<file path="config.mk">
export PLATFORM = sky130hd
export DESIGN_NAME = sync_length_deframer
export DESIGN_NICKNAME = d
export VERILOG_FILES = /design/src/hw/rtl/sld_pkg.sv /design/src/hw/rtl/sync_length_deframer.sv
export SDC_FILE = /design/constraint.sdc
export NUM_CORES = 1
export LEC_CHECK = 0
export BUFFER_PORTS_ARGS = -buffer_cell sky130_fd_sc_hd__buf_2
export CORE_MARGIN = 3
export CORE_UTILIZATION = 40
export CTS_BUF_LIST = sky130_fd_sc_hd__clkbuf_8
export CTS_CLUSTER_DIAMETER = 200
export CTS_CLUSTER_SIZE = 40
export DETAILED_ROUTE_END_ITERATION = 10
export GPL_TIMING_DRIVEN = 1
export SYNTH_ARGS = -nofsm -noshare
export SYNTH_HDL_FRONTEND = slang
export SYNTH_SLANG_ARGS = --single-unit
</file>
<file path="constraint.sdc">
create_clock -name clock -period 5.15 [get_ports clock]
set_input_delay 0.2575 -clock clock [delete_from_list [all_inputs] [get_ports clock]]
set_output_delay 0.2575 -clock clock [all_outputs]
set_load 0.03 [all_outputs]
</file>
<file path="src/hw/rtl/sld_pkg.sv">
// Shared types and constants of the sync/length deframer.
package sld_pkg;

   // frame phase, one-hot
   typedef enum logic [2:0] {
      PHASE_HUNT    = 3'b001,
      PHASE_HEADER  = 3'b010,
      PHASE_PAYLOAD = 3'b100
   } phase_type;

   // configuration register indexes
   localparam logic CSR_BYTE_ORDER  = 1'b0;
   localparam logic CSR_MAX_PAYLOAD = 1'b1;

   localparam logic [31:0] MAX_PAYLOAD_RESET = 32'd65535;

   // sync sequence AA 44 12
   localparam logic [15:0] SYNC_PREFIX = 16'hAA44;
   localparam logic [7:0]  SYNC_FINAL  = 8'h12;

   typedef struct packed {
      logic [7:0] payload_byte;
      logic       frame_last;
      logic       frame_empty;
      logic       length_error;
   } rsp_type;

endpackage

</file>
<file path="src/hw/rtl/sync_length_deframer.sv">
// Sync-word hunt, length-prefixed header parse and payload pass-through.
// Results are held in the output register, or in the skid entry under rsp_stall.
// Throughput: one request per cycle while req_stall is low; the per-byte decode
// is one pass of logic between the frame state registers and a two-entry output
// register/skid pair. req_stall rises only while the skid entry is full.
// Reset (synchronous, active high) returns to hunting with empty output stage.
module sync_length_deframer
   import sld_pkg::*;
#(
   parameter int LENGTH_BYTES = 4
) (
   input  logic        clock,
   input  logic        reset,
   input  logic        req_valid,
   output logic        req_stall,
   input  logic [7:0]  req_rx_byte,
   output logic        rsp_valid,
   input  logic        rsp_stall,
   output logic [7:0]  rsp_payload_byte,
   output logic        rsp_frame_last,
   output logic        rsp_frame_empty,
   output logic        rsp_length_error,
   input  logic        csr_write,
   input  logic        csr_index,
   input  logic [31:0] csr_data
);

   localparam int CNT_W = $clog2(LENGTH_BYTES + 2);
   localparam int K_W   = (LENGTH_BYTES > 1) ? $clog2(LENGTH_BYTES) : 1;
   localparam logic [CNT_W-1:0] HDR_DONE = CNT_W'(LENGTH_BYTES + 1);

   logic        big_endian_ff;
   logic [31:0] max_payload_ff;

   phase_type        phase_ff, phase_in;
   logic [15:0]      recent_ff, recent_in;
   logic [CNT_W-1:0] hcount_ff, hcount_in;
   logic [31:0]      gather_ff, gather_in;
   logic [31:0]      remain_ff, remain_in;

   logic    main_valid_ff, main_valid_in;
   logic    skid_valid_ff, skid_valid_in;
   rsp_type main_ff, main_in;
   rsp_type skid_ff, skid_in;

   logic             accept;
   logic             produce;
   logic             pop;
   rsp_type          result;
   logic [CNT_W-1:0] hcount_inc;
   logic [K_W-1:0]   kpos;
   logic [31:0]      gathered;

   assign req_stall = skid_valid_ff;
   assign accept    = req_valid && !skid_valid_ff;
   assign rsp_valid = main_valid_ff;
   assign pop       = main_valid_ff && !rsp_stall;

   assign rsp_payload_byte = main_ff.payload_byte;
   assign rsp_frame_last   = main_ff.frame_last;
   assign rsp_frame_empty  = main_ff.frame_empty;
   assign rsp_length_error = main_ff.length_error;

   assign hcount_inc = hcount_ff + 1'b1;
   assign kpos       = K_W'(hcount_ff - 1'b1);

   // fold in one length byte; the reserved byte (count zero) adds nothing
   always_comb begin
      gathered = gather_ff;
      if (hcount_ff != '0) begin
         if (big_endian_ff) begin
            gathered = {gather_ff[23:0], req_rx_byte};
         end else begin
            gathered = gather_ff | ({24'd0, req_rx_byte} << {kpos, 3'b000});
         end
      end
   end

   always_comb begin
      phase_in  = phase_ff;
      recent_in = recent_ff;
      hcount_in = hcount_ff;
      gather_in = gather_ff;
      remain_in = remain_ff;
      produce   = 1'b0;
      result    = '0;
      if (accept) begin
         unique case (phase_ff)
            PHASE_HEADER: begin
               hcount_in = hcount_inc;
               gather_in = gathered;
               if (hcount_inc == HDR_DONE) begin
                  hcount_in = '0;
                  gather_in = '0;
                  priority if (gathered == 32'd0) begin
                     produce            = 1'b1;
                     result.frame_last  = 1'b1;
                     result.frame_empty = 1'b1;
                     phase_in           = PHASE_HUNT;
                     recent_in          = '0;
                     remain_in          = '0;
                  end else if (gathered > max_payload_ff) begin
                     produce             = 1'b1;
                     result.frame_last   = 1'b1;
                     result.length_error = 1'b1;
                     phase_in            = PHASE_HUNT;
                     recent_in           = '0;
                     remain_in           = '0;
                  end else begin
                     phase_in  = PHASE_PAYLOAD;
                     remain_in = gathered;
                  end
               end
            end
            PHASE_PAYLOAD: begin
               produce             = 1'b1;
               result.payload_byte = req_rx_byte;
               if (remain_ff <= 32'd1) begin
                  result.frame_last = 1'b1;
                  phase_in          = PHASE_HUNT;
                  recent_in         = '0;
                  hcount_in         = '0;
                  gather_in         = '0;
                  remain_in         = '0;
               end else begin
                  remain_in = remain_ff - 32'd1;
               end
            end
            default: begin
               if (recent_ff == SYNC_PREFIX && req_rx_byte == SYNC_FINAL) begin
                  phase_in  = PHASE_HEADER;
                  recent_in = '0;
                  hcount_in = '0;
                  gather_in = '0;
                  remain_in = '0;
               end else begin
                  phase_in  = PHASE_HUNT;
                  recent_in = {recent_ff[7:0], req_rx_byte};
               end
            end
         endcase
      end
   end

   // output register with skid entry; push never meets a full skid
   always_comb begin
      main_valid_in = main_valid_ff;
      skid_valid_in = skid_valid_ff;
      main_in       = main_ff;
      skid_in       = skid_ff;
      if (pop || !main_valid_ff) begin
         if (skid_valid_ff) begin
            main_in       = skid_ff;
            main_valid_in = 1'b1;
            skid_valid_in = 1'b0;
         end else if (produce) begin
            main_in       = result;
            main_valid_in = 1'b1;
         end else begin
            main_valid_in = 1'b0;
         end
      end else if (produce) begin
         skid_in       = result;
         skid_valid_in = 1'b1;
      end
   end

   always_ff @(posedge clock) begin
      if (reset) begin
         big_endian_ff  <= 1'b0;
         max_payload_ff <= MAX_PAYLOAD_RESET;
         phase_ff       <= PHASE_HUNT;
         recent_ff      <= '0;
         hcount_ff      <= '0;
         gather_ff      <= '0;
         remain_ff      <= '0;
         main_valid_ff  <= 1'b0;
         skid_valid_ff  <= 1'b0;
      end else begin
         if (csr_write) begin
            unique case (csr_index)
               CSR_BYTE_ORDER:  big_endian_ff  <= csr_data[0];
               CSR_MAX_PAYLOAD: max_payload_ff <= csr_data;
               default: ;
            endcase
         end
         phase_ff      <= phase_in;
         recent_ff     <= recent_in;
         hcount_ff     <= hcount_in;
         gather_ff     <= gather_in;
         remain_ff     <= remain_in;
         main_valid_ff <= main_valid_in;
         skid_valid_ff <= skid_valid_in;
      end
   end

   always_ff @(posedge clock) begin
      main_ff <= main_in;
      skid_ff <= skid_in;
   end

endmodule
</file>
---- Word level (Yosys, flattened, before mapping) ----
Cells that the tools add are included.
word-level totals
  output and inout bits ................... 13
  flip-flop bits (word level) ............. 143
  logic and storage cells ................. 98
  input port bits ......................... 46
cells by class
  eq/ne operators ......................... 8
  magnitude comparators ................... 2
  shift-type cells ........................ 1
  add/sub/neg operators ................... 3
  muxes and demuxes ....................... 44
  bitwise gates (word level) .............. 3
  reduce and logical (&&, ||, !) cells .... 20
operators by type and width
  kind                     number
  $mux W32                 9
  $pmux W32 S2             2
  $mux W16                 5
  $mux W11                 3
  $gt A32 B32 Y1           1
  $le A32 B1 Y1 const B    1
  $logic_not A32 Y1        1
  $or A32 B32 Y32          1
  $pmux W16 S2             1
  $shl A8 B5 Y32           1
  $sub A32 B1 Y32 const B  1
  $mux W3                  8
  $eq A16 B16 Y1 const B   1
  $pmux W3 S2              2
  $mux W1                  9
  $reduce_and A3 Y1        3
  $eq A8 B5 Y1 const B     1
  $mux W8                  1
  $reduce_and A2 Y1        4
  $eq A3 B3 Y1 const B     2
  $reduce_bool A3 Y1       2
  $mux W2                  2
  $ne A2 B2 Y1 const B     2
  $pmux W1 S2              2
  other kinds (11)         16

---- Longest topological paths before layout ----
  word-level depth ........................ 13
  gate-level depth with buffers ........... 17
  mapped depth without buffers ............ 14

---- Worst setup path after synthesis ----
No wires, ideal clock.
  path kind ............................... reg2reg
  from .................................... register hcount_ff[0]
  to ...................................... register skid_ff[0] (netlist name), enable pin
  required time ........................... 4.802 ns
  stages on the path, launching flop included .. 14
  setup slack ............................. 1.042 ns
  clock period less this slack ............ 4.108 ns
  arrival time ............................ 3.760 ns
  path through ............................ dfxtp_1 buf_2 inv_1 ha_1 or3b_2 a221oi_1 ha_1 nand4_1 nor4_1 a221oi_1 o21ai_0 a22oi_1 a21boi_0 o2111a_1
on the way
  cells in the longest elaborated chain, start to end .. 12
  elaborated cells between the ends (all ways) .. 16
ends and longest elaborated chain
  item                             RTL line                     text
  start: declaration               sync_length_deframer.sv:37   logic [CNT_W-1:0] hcount_ff, hcount_in;
  start signal: assignment         sync_length_deframer.sv:189  hcount_ff <= hcount_in;
  $sub A2 B1 Y2                    sync_length_deframer.sv:65   assign kpos = K_W'(hcount_ff - 1'b1);
  $shl A8 B5 Y32                   sync_length_deframer.sv:74   gathered = gather_ff | ({24'd0, req_rx_byte} << {kpos, 3'b000});
  $or A32 B32 Y32                  sync_length_deframer.sv:74
  $mux W32                         sync_length_deframer.sv:71   if (big_endian_ff) begin
  $mux W32                         sync_length_deframer.sv:70   if (hcount_ff != '0) begin
  $gt A32 B32 Y1                   sync_length_deframer.sv:102  end else if (gathered > max_payload_ff) begin
  $mux W1                          sync_length_deframer.sv:102
  $mux W1                          sync_length_deframer.sv:95   priority if (gathered == 32'd0) begin
  $mux W1 (*)                      sync_length_deframer.sv:92   if (hcount_inc == HDR_DONE) begin
  $pmux W1 S2 (*)                  sync_length_deframer.sv:88   unique case (phase_ff)
  $mux W1 (*)                      sync_length_deframer.sv:87   if (accept) begin
  $reduce_and A2 Y1 (no line) (*)  n/a
  end signal: assignment           sync_length_deframer.sv:199  skid_ff <= skid_in;
  end: declaration                 sync_length_deframer.sv:44   rsp_type skid_ff, skid_in;
Mark *: on every way between the ends. The rest lies on a longest branch, timed or not.
A chain may end at the register's enable or synchronous reset.

---- Worst setup path in the final report ----
  from .................................... register hcount_ff[1]
  to ...................................... register skid_ff[2] (netlist name), enable pin
Same word-level chain as after synthesis.

==> qor.csv <==
metric,value,unit
status,"complete, no violations",
TritonCTS clock tree,built,
fmax,215.1,MHz
Post-synth EDFFs,22,
Post-Place Cells,1338,
Post-synth top flop,dfxtp_1,
Post-Syn Area per Cell,8.186,µm²
Synth Cell Area,8571,µm²
minimum clock period,4.649,ns
Internal Pwr Total,1.534,mW
gpl congestion,0.9225,
clock transition at the registers of the reported paths,0.08,ns
CTS H-tree depth,4,
CP startpoint kind,flip-flop,
number of port buffers,58,
Critical Path Fanout Max,13,
GRT Util Overall,21.35,%
ant diodes,0,
row count,52,
routed len/inst,18.24,µm
mean number of vias per cell,5.827,
Synth top area share,28.26,%
Worst EP arrival,4.75,ns
die width,152.4,µm
"commonest non-fill, non-tap cell in the layout",nand2_1,
antenna violations before repair,1,
Comb pwr share,7.4,%
Max Clock Skew,0.01208,ns
fraction of registers with async set/reset,0,%
worst endpoint required time,5.25,ns
first-pass GRT wire length,40.63,mm
Iter 0 DRT Violations,726,
I/O pins,59,
clock root buffer,clkbuf_8,
power consumption,2.076,mW
PD cells,216.7,nW/µm²
Psw,0.5424,mW
Seq cells post-synth,143,
critical path cell sequence,inv_1 > ha_1 > buf_4 > a21oi_2 > nor2_1 > a22oi_1 > ha_1 > nor2b_1 > o211ai_1 > a2111oi_0 > a2111o_1 > a22oi_1 > a21boi_1 > o2111a_1,
grt ovf,0,
Final Non-Filler Cells,1380,
placed inst area,9163,µm²
critical path type,reg2reg,
worst stage delay on the critical path,0.55,ns
Syn Nets,1130,
Remaining DRCs,0,
Yosys warning total,0,
fin area,9582,µm²
total CTS buffers,17,
Starting Density,41.56,%
count of cell types in the netlist,82,
post-layout util,46.46,%
sequential share of the synthesized area,35.97,%
ANT nets after route,0,
Slew Limit Fails,0,
via count,8041,
largest net degree at the start of global routing,91,
Layout area overhead,11.80,%
Max Cap Viol,0,
most frequent cells in the layout,"nand2_1 (152), dfxtp_1 (121), a21oi_1 (85)",
worst hold-check path type,in2reg,
slew margin rel.,32.15,%
layout cells sized above 1,13.96,%
slowest CP cell,o2111a_1,
synthesized netlist cell count,1047,
Setup Buffers After CTS,0,
sequential power share,56.0,%
top cell type by total area after synthesis,dfxtp_1,
post-DP HPWL,17.76,mm
fill count,2032,
drt first pass iters,6,
worst slew pin tran,1.015,ns
maximum clock insertion buffer count,2,
Die Span Y,152.4,µm
"top cells by area, synth","dfxtp_1 (28%), edfxtp_1 (7.7%), nand2_1 (6.7%)",
vias in the first global route,7519,
die area,23220,µm²
hold_ws,0.02438,ns
Post-Route WL,25.17,mm
Fin Setup TNS,0,ns
crit share post-route,90.27,%
Finish-stage setup viols,0,
final hold vios,0,
Clk pwr share,36.6,%
unrepaired setup endpoints after global routing,false,
Final #Nets,1180,
endpoint class of the critical path,flip-flop,
DP Worst Slack,0.3771,ns
# clock sinks,143,
P_leak,3.745,nW
Core Box Area,20620,µm²
switching share of power,26.13,%
clk_lat worst skew,0.45,ns
VDD IR-drop max,243.3,µV
final worst slack,0.5012,ns
[worst paths after layout]
path	from	endpoint	cells past startpoint	slack (ns)
min reg2reg	max_payload_ff[20]	max_payload_ff[20]	2	0.46
min	csr_data[3]	max_payload_ff[3]	3	0.02
max reg2reg	hcount_ff[1]	skid_ff[2]	14	0.50
max	hcount_ff[1]	skid_ff[2]	14	0.50
[cell type report]
type / instances / area, µm² / area share [%]
clock buffer: 17 / 234.0 / 2.442
clock inverter: 15 / 85.08 / 0.8880
inverter: 45 / 168.9 / 1.763
multi-input combinational: 788 / 5025 / 52.44
sequential: 143 / 3083 / 32.18
tap: 270 / 337.8 / 3.526
timing repair buffer: 102 / 648.1 / 6.764
[power groups by stage]
stage | sequential [mW] | combinational (mW) | clock [mW]
after floorplan | 1.18 | 0.100 | 0
after global placement | 1.19 | 0.146 | 0
after detailed placement | 1.19 | 0.146 | 0
after CTS | 1.16 | 0.153 | 0.785
after global routing | 1.17 | 0.173 | 0.830
final | 1.16 | 0.153 | 0.760
[registers in the layout, indices dropped and copies added, names as in the netlist]
| signal | flops |
|---|---|
| rsp_frame_last | 1 |
| phase_ff | 3 |
| skid_ff | 11 |
| remain_ff | 32 |
| rsp_length_error | 1 |
| hcount_ff | 3 |
| rsp_valid | 1 |
| rsp_payload_byte | 8 |
| req_stall | 1 |
| gather_ff | 32 |
| recent_ff | 16 |
| max_payload_ff | 32 |
| big_endian_ff | 1 |
| rsp_frame_empty | 1 |
[Yosys cell counts, types with 22 or more instances]
library cell    n
nand3_1        64
edfxtp_1       22
a21oi_1        86
ha_1           37
nand2b_1       29
nor2_1         52
nor3_1         23
nand2_1       152
nand3b_1       43
dfxtp_1       121
inv_1          44
clkbuf_1       52
a221oi_1       35
[layer usage]
layer  share of wire (%)  track usage (%)  routed length [µm]  up-vias
met5               0.040                0                  10        -
met4                 2.2            6.678                 562        2
met3                 7.3            4.857                1845       43
met2                  43            31.27               10920      330
met1                  47            31.16               11830     3769
li1                    -                -                   -     3897
[cells by family (layout without fill, tap and decap cells)]
kind of cell	after synthesis	after routing	share of synthesized area [%]
and+or+nand+nor	474	474	29.49
AOI/OAI and AO/OA	245	245	19.93
DFF	143	143	35.97
buffers and inverters	116	179	5.620
adders and majority gates	37	37	5.401
muxes	21	21	2.467
xor gates and xnor gates	11	11	1.124
[critical path, delay by kind of cell, from the launching register on]
kind / cells / cell delay [ns]
AND/OR/NAND/NOR: 2 / 0.63
adder cells (fa/ha/maj): 2 / 0.78
flip-flops: 1 / 0.35
AO/OA/AOI/OAI: 8 / 2.20
buffers and inverters: 2 / 0.33
[what timing repair did]
item                       4_1_cts  5_1_grt
hold buffers                    10        0
hold endpoints to repair        10        0
resized for setup                0        1
setup endpoints to repair        0       11
(Power assumes the default switching activity.)
